$ cat src/rtl/fsap_pkg.sv
// Shared types, constants and rounding helpers for the filtered speed/angle PID core.
package fsap_pkg;

  localparam int DIV_W = 64;
  localparam int COEF_SHIFT = 24;
  localparam logic signed [31:0] COEF_KEEP = 32'sd14327742;
  localparam logic signed [31:0] COEF_NEW = 32'sd1221381;

  localparam logic [2:0] REG_GAIN_P = 3'd0;
  localparam logic [2:0] REG_GAIN_I = 3'd1;
  localparam logic [2:0] REG_GAIN_D = 3'd2;
  localparam logic [2:0] REG_DRIVE_MIN = 3'd3;
  localparam logic [2:0] REG_DRIVE_MAX = 3'd4;
  localparam logic [2:0] REG_ANGLE_LIMIT = 3'd5;
  localparam logic [2:0] REG_COUNTS_PER_REV = 3'd6;
  localparam logic [2:0] REG_LOOP_MODE = 3'd7;

  localparam logic [1:0] MODE_ANGLE = 2'd1;
  localparam logic [1:0] MODE_ANGLE_SPEED = 2'd2;

  typedef enum logic [4:0] {
    ST_IDLE, ST_AHI, ST_ALO, ST_AGOAL, ST_AEDT, ST_AINT,
    ST_CPR, ST_VDIV, ST_VWAIT, ST_F0, ST_F1, ST_F2, ST_F3,
    ST_ERR, ST_EDT, ST_SINT, ST_DWAIT,
    ST_P0, ST_P1, ST_P2, ST_P3, ST_FIN
  } state_t;

  // Saturate a 64-bit signed value to the 32-bit signed range.
  function automatic logic signed [31:0] sat32(input logic signed [63:0] v);
    logic signed [31:0] r;
    if (v > 64'sd2147483647) begin
      r = 32'sh7FFFFFFF;
    end else if (v < -64'sd2147483648) begin
      r = 32'sh80000000;
    end else begin
      r = v[31:0];
    end
    return r;
  endfunction

  // Right shift rounding to nearest, ties away from zero.
  function automatic logic signed [63:0] rnd_shr(input logic signed [63:0] v, input int sh);
    logic [63:0] mag;
    logic [63:0] q;
    logic signed [63:0] r;
    mag = v[63] ? (64'd0 - v) : v;
    q = (mag + (64'd1 << (sh - 1))) >> sh;
    r = v[63] ? $signed(64'd0 - q) : $signed(q);
    return r;
  endfunction

endpackage

$ cat src/rtl/fsap_mul.sv
// Shared registered 32x32 signed multiplier.
module fsap_mul
  import fsap_pkg::*;
(
  input  logic               clk,
  input  logic signed [31:0] a,
  input  logic signed [31:0] b,
  output logic signed [63:0] p
);

  always_ff @(posedge clk) begin
    p <= a * b;
  end

endmodule

$ cat config.mk
export PLATFORM = sky130hd
export DESIGN_NAME = fsap_mul
export DESIGN_NICKNAME = d
export VERILOG_FILES = /design/src/rtl/fsap_pkg.sv /design/src/rtl/fsap_mul.sv
export SDC_FILE = /design/constraint.sdc
export NUM_CORES = 2
export LEC_CHECK = 0
export BUFFER_PORTS_ARGS = -buffer_cell sky130_fd_sc_hd__buf_4
export CORE_ASPECT_RATIO = 1.5
export CORE_UTILIZATION = 39
export CTS_CLUSTER_DIAMETER = 120
export CTS_CLUSTER_SIZE = 8
export DETAILED_ROUTE_END_ITERATION = 8
export SLEW_MARGIN = 5
export SYNTH_ARGS = -nofsm -noshare
export SYNTH_HDL_FRONTEND = slang
export SYNTH_SLANG_ARGS = --single-unit
$ cat constraint.sdc
create_clock -name clk -period 7.1 [get_ports clk]
set_input_delay 0.355 -clock clk [delete_from_list [all_inputs] [get_ports clk]]
set_output_delay 0.355 -clock clk [all_outputs]
set_load 0.02 [all_outputs]
==> impl_metrics.py <==
metrics = {
    "outcome": {
        "outcome": "finished, violations left",
        "violations": "setup timing",
    },
    "synthesis": {
        "syn_nets": 5215,
        "avgSynthCellArea_um2": 9.59,
        "ys_seq_area_frac": 0.0344,
        "synth_edf_count": 0,
        "synth_area_um2": 37200,
        "ys.flop_type": "dfxtp_1",
        "syn_inst": 3884,
        "ys_async_sr_fraction": 0,
        "postSynthRegisterBits": 64,
        "synth_cell_types": 63,
        "yosysWarningCount": 0,
    },
    "critical_path": {
        "crit_fanout": 6,
        "slowest_stage": "fa_2",
        "cp-start-kind": "input pin",
        "crit_cells": 28,
        "critPathMostFrequentCell": "fa_1",
        "crit_family": "adder cells",
        "critical_path_class": "input pin to register",
        "crit_required_ps": 7450,
        "cp_slowest_stage_delay_ps": 630,
        "crit_arrival_ps": 7470,
        "path_buf_inv": 11,
        "cp-end-kind": "register",
    },
    "sta": {
        "setup_viol": 1,
        "period_minus_slack_ps": 7120,
        "fmax_mhz": 140,
        "holdWs_ps": 454,
        "post-route-period-util": 1.00,
        "rsz0062_at_grt": "yes",
        "hold_viol_final": 0,
        "worst_pin_slew_ps": 611,
        "setup_slack_ps": -23.0,
        "slew_viol_final": 0,
        "timing.slew.headroom": 0.592,
    },
    "finish": {
        "top_register": "p",
        "final_common_cell": "fa_1",
        "layout.cells.most_common_list": "fa_1, inv_1, buf_4, and2_1, nand2_1",
        "num-nets-final": 5643,
        "drive_above_1_share": 0.181,
        "largest_reg_flops": 64,
        "areaGrowthSynthToFinish_pct": 18.9,
        "nFillCells": 9060,
        "top_regs": "p: 64 flops",
    },
    "detailed_routing": {
        "first_pass_iters": 7,
        "wirelength_um": 108000,
        "viasPerCell": 4.83,
        "drtIter0Drc": 1105,
        "vias": 26936,
        "drc": 0,
        "wl_per_cell_um": 19.4,
        "final_antenna_net_count": 0,
    },
    "global_routing": {
        "grt.total_usage": 0.238,
        "grt_max_degree": 29,
        "gr-total-overflow": 0,
        "antenna_found_initial": 5,
        "grt_pass1_vias": 30792,
        "grt_pass1_wl_um": 171000,
    },
    "placement": {
        "portBuffers": 128,
        "dp_hpwl_um": 96000,
        "place_congestion": 0.863,
    },
    "floorplanning": {
        "ioPinCount": 129,
        "core_region_area_um2": 94400,
        "fp.dieW_um": 254,
        "start_util": 0.394,
        "die_h_um": 380,
        "die_area_um2": 96800,
        "rows": 138,
    },
    "cts": {
        "holdBufCountCts": 0,
        "cts_sinks": 64,
        "numCtsBuffers": 9,
        "clkTransAtPathRegs_ps": 100,
        "cts_tree": "yes",
        "root_buffer": "clkbuf_16",
        "clockBufferDepth": 2,
        "htreeDepth": 3,
    },
    "hold_path": {
        "holdPathStages": 3,
        "min_path_type": "input pin to register",
    },
    "flow_run": {
        "maxCapViolCount": 0,
    },
}
## routing by layer
| metal | global-route usage | vias up | wire length (um) |
|---|---|---|---|
| met4 | 0.140 | 4 | 7440 |
| met5 | 0 | - | 23 |
| met2 | 0.464 | 558 | 62800 |
| met1 | 0.236 | 14241 | 35000 |
| met3 | 0.0252 | 229 | 3020 |
| li1 | - | 11904 | - |
## cells in the mapped netlist (all sizes together), types with 2 or more instances
master,instances,area [um^2]
o211ai,3,22.5
a31oi,13,96.3
or3,5,32.5
o22a,2,17.5
and4,4,37.5
a211oi,8,87.6
xor2,22,193
o21ai,31,163
nor2,42,158
dfxtp,64,1280
buf,5,22.5
a21boi,3,22.5
a2111oi,2,25.0
and3,9,62.6
nand2,511,1920
clkbuf,195,732
o21a,4,30.0
nor3,7,40.0
ha,184,2300
and2,516,3230
nand3b,2,18.8
a21o,25,190
o31ai,7,66.3
nand4,7,43.8
nor2b,3,18.8
fa,1082,21700
o31a,2,18.8
xnor2,53,464
nand3,15,75.1
nand2b,9,56.3
a21oi,68,340
nor4,2,18.8
o21bai,15,113
inv,952,3570
## per-stage QoR
stage / setup TNS, ps / setup slack (ps) / utilization / instance area (um^2) / cells
floorplan: -576 / -250 / - / 37400 / 3884
global placement: -14440 / -832 / 0.454 / 42900 / 5544
detailed placement: -15110 / -841 / 0.454 / 42900 / 5544
CTS: -104 / -42.9 / 0.461 / 43600 / 5566
global route: -1090 / -197 / 0.469 / 44300 / 5578
finish: -23.0 / -23.0 / 0.469 / 44300 / 5578
## final timing paths
kind              startpoint  endpoint
hold / removal          a[0]      p[0]
setup / recovery       a[31]     p[59]
## cell families after synthesis
family,synth area share
adders and majority gates,0.643
buffers and inverters,0.116
and+or+nand+nor,0.154
AOI/OAI and AO/OA,0.0346
xor gates and xnor gates,0.0176
DFF,0.0344
## timing repair
action,in CTS,in global routing
endpoints found under the setup margin,15,22
setup buffers,6,12
gates resized for setup,60,136
pin swaps,45,69
cloned,1,1
## cell type report
type,instances,area (um^2),share of cell area
inverter,952,3580,0.0809
tap,1260,1580,0.0356
sequential,64,1280,0.0289
timing repair buffer,617,5140,0.116
antenna,1,2.50,0.0000565
clock inverter,5,81.3,0.00184
clock buffer,11,233,0.00526
multi-input combinational,2668,32400,0.731
Power is left out: the tool's default activity adds up to more than one toggle a clock period on the data nets, which glitch-free logic cannot reach.
