$ cat src/rtl/fsap_pkg.sv
// Shared types, constants and rounding helpers for the filtered speed/angle PID core.
package fsap_pkg;

  localparam int DIV_W = 64;
  localparam int COEF_SHIFT = 24;
  localparam logic signed [31:0] COEF_KEEP = 32'sd14327742;
  localparam logic signed [31:0] COEF_NEW = 32'sd1221381;

  localparam logic [2:0] REG_GAIN_P = 3'd0;
  localparam logic [2:0] REG_GAIN_I = 3'd1;
  localparam logic [2:0] REG_GAIN_D = 3'd2;
  localparam logic [2:0] REG_DRIVE_MIN = 3'd3;
  localparam logic [2:0] REG_DRIVE_MAX = 3'd4;
  localparam logic [2:0] REG_ANGLE_LIMIT = 3'd5;
  localparam logic [2:0] REG_COUNTS_PER_REV = 3'd6;
  localparam logic [2:0] REG_LOOP_MODE = 3'd7;

  localparam logic [1:0] MODE_ANGLE = 2'd1;
  localparam logic [1:0] MODE_ANGLE_SPEED = 2'd2;

  typedef enum logic [4:0] {
    ST_IDLE, ST_AHI, ST_ALO, ST_AGOAL, ST_AEDT, ST_AINT,
    ST_CPR, ST_VDIV, ST_VWAIT, ST_F0, ST_F1, ST_F2, ST_F3,
    ST_ERR, ST_EDT, ST_SINT, ST_DWAIT,
    ST_P0, ST_P1, ST_P2, ST_P3, ST_FIN
  } state_t;

  // Saturate a 64-bit signed value to the 32-bit signed range.
  function automatic logic signed [31:0] sat32(input logic signed [63:0] v);
    logic signed [31:0] r;
    if (v > 64'sd2147483647) begin
      r = 32'sh7FFFFFFF;
    end else if (v < -64'sd2147483648) begin
      r = 32'sh80000000;
    end else begin
      r = v[31:0];
    end
    return r;
  endfunction

  // Right shift rounding to nearest, ties away from zero.
  function automatic logic signed [63:0] rnd_shr(input logic signed [63:0] v, input int sh);
    logic [63:0] mag;
    logic [63:0] q;
    logic signed [63:0] r;
    mag = v[63] ? (64'd0 - v) : v;
    q = (mag + (64'd1 << (sh - 1))) >> sh;
    r = v[63] ? $signed(64'd0 - q) : $signed(q);
    return r;
  endfunction

endpackage

$ cat src/rtl/fsap_div.sv
// Shared bit-serial divider with round-to-nearest, ties away from zero.
module fsap_div
  import fsap_pkg::*;
(
  input  logic                    clk,
  input  logic                    rst,
  input  logic                    start,
  input  logic signed [DIV_W-1:0] num,
  input  logic        [DIV_W-1:0] den,
  output logic                    done,
  output logic signed [DIV_W-1:0] quo
);

  localparam int CNT_W = $clog2(DIV_W) + 1;

  logic [DIV_W-1:0] rem;
  logic [DIV_W-1:0] qb;
  logic [DIV_W-1:0] dv;
  logic             neg;
  logic             busy;
  logic [CNT_W-1:0] cnt;
  logic [DIV_W:0]   rem_sh;
  logic [DIV_W:0]   diff;
  logic [DIV_W-1:0] mag;

  assign mag = (num[DIV_W-1] ? (DIV_W'(0) - num) : num) + (den >> 1);
  assign rem_sh = {rem, qb[DIV_W-1]};
  assign diff = rem_sh - {1'b0, dv};

  always_ff @(posedge clk) begin
    if (rst) begin
      busy <= 1'b0;
      done <= 1'b0;
      cnt <= '0;
    end else begin
      done <= 1'b0;
      if (start) begin
        busy <= 1'b1;
        cnt <= CNT_W'(DIV_W);
      end else if (busy) begin
        cnt <= cnt - 1'b1;
        if (cnt == CNT_W'(1)) begin
          busy <= 1'b0;
          done <= 1'b1;
        end
      end
    end
  end

  always_ff @(posedge clk) begin
    if (start) begin
      rem <= '0;
      qb <= mag;
      dv <= den;
      neg <= num[DIV_W-1];
    end else if (busy) begin
      if (!diff[DIV_W]) begin
        rem <= diff[DIV_W-1:0];
        qb <= {qb[DIV_W-2:0], 1'b1};
      end else begin
        rem <= rem_sh[DIV_W-1:0];
        qb <= {qb[DIV_W-2:0], 1'b0};
      end
    end
  end

  assign quo = neg ? $signed(DIV_W'(0) - qb) : $signed(qb);

endmodule

$ cat config.mk
export PLATFORM = sky130hd
export DESIGN_NAME = fsap_div
export DESIGN_NICKNAME = d
export VERILOG_FILES = /design/src/rtl/fsap_pkg.sv /design/src/rtl/fsap_div.sv
export SDC_FILE = /design/constraint.sdc
export NUM_CORES = 1
export LEC_CHECK = 0
export ABC_AREA = 1
export ABC_CLOCK_PERIOD_IN_PS = 9200
export BUFFER_PORTS_ARGS = -buffer_cell sky130_fd_sc_hd__buf_2
export CAP_MARGIN = 5
export CORE_AREA = 5 5 284 286
export CTS_CLUSTER_DIAMETER = 80
export DETAILED_ROUTE_END_ITERATION = 16
export DIE_AREA = 0 0 289 291
export GPL_TIMING_DRIVEN = 0
export PLACE_DENSITY = 0.49
export REMOVE_ABC_BUFFERS = 1
export SETUP_SLACK_MARGIN = 0.3
export SLEW_MARGIN = 40
export SYNTH_ARGS = -nofsm -noshare
export SYNTH_HDL_FRONTEND = slang
export SYNTH_SLANG_ARGS = --single-unit
export TNS_END_PERCENT = 5
$ cat constraint.sdc
create_clock -name clk -period 9.2 [get_ports clk]
set_input_delay 0.46 -clock clk [delete_from_list [all_inputs] [get_ports clk]]
set_output_delay 0.46 -clock clk [all_outputs]
set_load 0.02 [all_outputs]
==> reports/results.txt <==
gp weighted congestion - 0.989
met1 global-route usage - 28.4%
status - completed
Post-synth EDFFs - 129
Hold Path Class - in -> reg
cell area after layout - 26,400 um2
Static Leak - 13.3 nW
post-route ant nets - 0
CP cell instances - buf_2, inv_1, ha_1, nand3_1, inv_1, nand2_1, nor2_1, nand3b_1, nor2_1, nand3_1, o21ai_0, xor2_1, ha_1, nand2_1, nor2_1, inv_1, nor4_1, nand2_1, nor3_1, nand2_1, nand2_1, nand2_1, nand3_1, nand2_1
Worst Path Max Fanout - 6
row cnt - 103
xor/xnor share of the synthesized area - 6.62%
RSZ-0062 raised after global routing - false
initial antenna violation count - 9
Nets - 4,393
post-route insts no fill - 5,193
Initial Util - 29.7%
routed len/inst - 19.2 um
register area share after synthesis - 23.0%
DP Cell Count - 5,138
Final Routed Wirelength - 99,600 um
Slowest-stage cell, CP - xor2_1
Place WS - 3.90 ns
Syn Area/Cell - 5.88 um2
Yosys top cell area share - 20.7%
Syn-to-layout area delta - 14.1%
met3 Use GR - 2.12%
multi-input logic area - 14,700 um2
DP Area - 25,400 um2
layout cells sized above 1 - 7.27%
Post-synth top flop - edfxtp_1
vias in the first global route - 24.2k
total global-route track usage - 23.1%
dpl hpwl - 85,200 um
vias per cell - 4.81
Post-Synth Adder-Cell Area - 7.79%
Gates resized, CTS repair - 0
I/O Pins - 196
CP startpoint kind - primary input
P per Cell Area - 139 nW/um2
mapped cell area - 23,200 um2
total CTS buffers - 28
Max clock buf depth - 3
DRC - 0
first-pass GRT wire length - 149,000 um
CTS sink cnt - 202
CTS clk-pin slew, worst paths - 0.06 ns
pin count of the biggest net entering global routing - 71
critical setup path kind - in -> reg
critical path's top delay family - simple AND/OR/NAND/NOR gates
GR Layer Usage met2 - 40.7%
fillers - 9,088
DR iter-0 viols - 1,825
Setup crit end kind - flop
Worst VDD drop - 128 uV
largest family of logic cells by synthesized area - simple AND/OR/NAND/NOR gates
FF/Latch Area - 5340 um2
critical path's most frequent cell - nand2_1
Setup Buffers After CTS - 0
async set-reset flop share out of synthesis - 0%
H-Tree Depth - 1
most frequent cells after synthesis - 1,278 x nand2_1, 753 x inv_1, 423 x nor2_1, 306 x nand3_1, 179 x a21oi_1
die footprint - 84,100 um2
grt ovf - 0
Slew @ Worst Pin - 0.781 ns
minimum clock period - 4.73 ns
Core Area - 78,100 um2
CP required - 9.56 ns
Hold Fails Final Rpt - 0
Max Cap Violations - 0
Pwr Total - 3.67 mW
Syn Inst Count - 3,942
setup slack after layout - 4.47 ns
dominant cells by area after synthesis - nand2_1 21%, edfxtp_1 17%, inv_1 12%, ha_1 7.6%, nor2_1 6.9%
CTS tree - built
Final Skew - 0.0241 ns
Die Y-Extent - 291 um
slowest stage delay, CP - 0.38 ns
I/O Buffers - 195
Ys Warns - 0
# setup viols final - 0
Root Buffer - clkbuf_16
clock latency at the later pin of the worst-skew pair - 0.61 ns
Slew headroom - 47.9%
GRT Max-Usage Layer - met2
DR vias - 25.0k
Die Width - 289 um
highest clock rate - 0.211 GHz
Buf+Inv Stages, Crit Path - 4
Compound-Gate Fraction of Synth Area - 9.00%
fin. max-slew vios - 0
most common cell in the netlist - nand2_1
Cell variety after synth - 47
CP arrival - 5.09 ns
CTS Hold Bufs - 0
Synth area leader - nand2_1
Post-Synth Simple-Gate Area - 39.8%
register bit count reported by yosys - 202
Pre-Repair DR Iteration Count - 7
post-synthesis mux area share - 0%
fin crit share - 51.4%
==> cell families after synthesis <==
kind of cell	after synthesis
xor gates and xnor gates	175
DFF	202
and+or+nand+nor	2209
adders and majority gates	143
AOI/OAI and AO/OA	389
buffers and inverters	824
==> cells in the final DEF, fill, tap and decap left out, drive strengths merged, types with 2 or more instances in the layout <==
cell type  synthesis  layout
diode              0       2
nor4              30      30
nand4             65      65
bufinv             0       6
nand2           1291    1291
a21o               2       2
o21ai            154     154
nand3            307     307
a31oi              9       9
o41ai              2       2
a21oi            180     180
o22ai              4       4
and2               2       2
fa                 2       2
xor2             102     102
buf               26     207
clkinv             2      11
and3               2       2
o21a               4       4
edfxtp           129     129
clkbuf            34      32
xnor2             73      73
a21boi             2       2
or2                7       7
inv              762     766
nor2             436     436
dfxtp             73      73
ha               141     141
o211ai             2       2
o21bai            22      22
o31ai              7       7
nand3b            23      23
nor3              46      46
==> worst register-to-register path, stage by stage, from the launching register on <==
cell      delay [ns]
edfxtp_1        0.64
inv_1           0.26
ha_1            0.28
fa_1            0.40
inv_1           0.10
nand3_1         0.07
nand2_1         0.15
nand2_1         0.07
nand2_1         0.14
nand2_1         0.09
nand2_2         0.16
nand2_2         0.09
nand2_4         0.11
nand2_4         0.08
nand2_4         0.07
nand2_4         0.35
nand2_4         0.79
nand2_1         0.24
nand3_1         0.13
nand2_1         0.05
==> final timing paths <==
check | slack (ns) | startpoint | depth (start not counted) | to
worst max-delay path | 4.47 | num[1] | 24 | qb[62]
worst min-delay path | 0.05 | den[0] | 1 | dv[0]
worst max register to register | 4.83 | qb[63] | 19 | rem[56]
worst min register to register | 0.46 | cnt[6] | 2 | cnt[6]
==> stage by stage <==
step | utilization, % | hold WS (ns) | TNS (ns)
floorplan | - | 0.433 | 0
global placement | 32.2 | 0.449 | -70.41
detailed placement | 32.5 | 0.457 | 0
CTS | 33.8 | 0.00424 | 0
global route | 33.9 | 0.0276 | 0
finish | 33.9 | 0.0471 | 0
==> power breakdown <==
part / switching [mW] / internal, mW / total, mW / leakage (nW)
logic: 0.903 / 0.394 / 1.30 / 11.0
registers: 0.0908 / 1.07 / 1.16 / 1.88
clock network: 0.482 / 0.734 / 1.22 / 0.487
==> routing by layer <==
metal	wire [um]	up-vias	share of wire [%]
met5	0	-	0
met4	5570	0	5.6
met3	4240	200	4.3
met2	48200	685	48
met1	41600	11400	42
li1	-	12700	-
==> registers in the layout, summed over array words and instances (netlist names) <==
register / flops
qb: 64
done: 1
rem: 64
busy: 1
neg: 1
cnt: 7
dv: 64
==> cell type report <==
| class | count | share of cell area (%) |
|---|---|---|
| clock inverters | 20 | 1.12 |
| repair buffers | 207 | 4.67 |
| multi-input cells | 2916 | 55.5 |
| well taps | 1050 | 4.97 |
| diodes | 2 | 0.0189 |
| inverters | 764 | 10.9 |
| clock buffers | 32 | 2.71 |
| flip-flops and latches | 202 | 20.2 |
No activity file was read; power rests on OpenSTA's default activity.
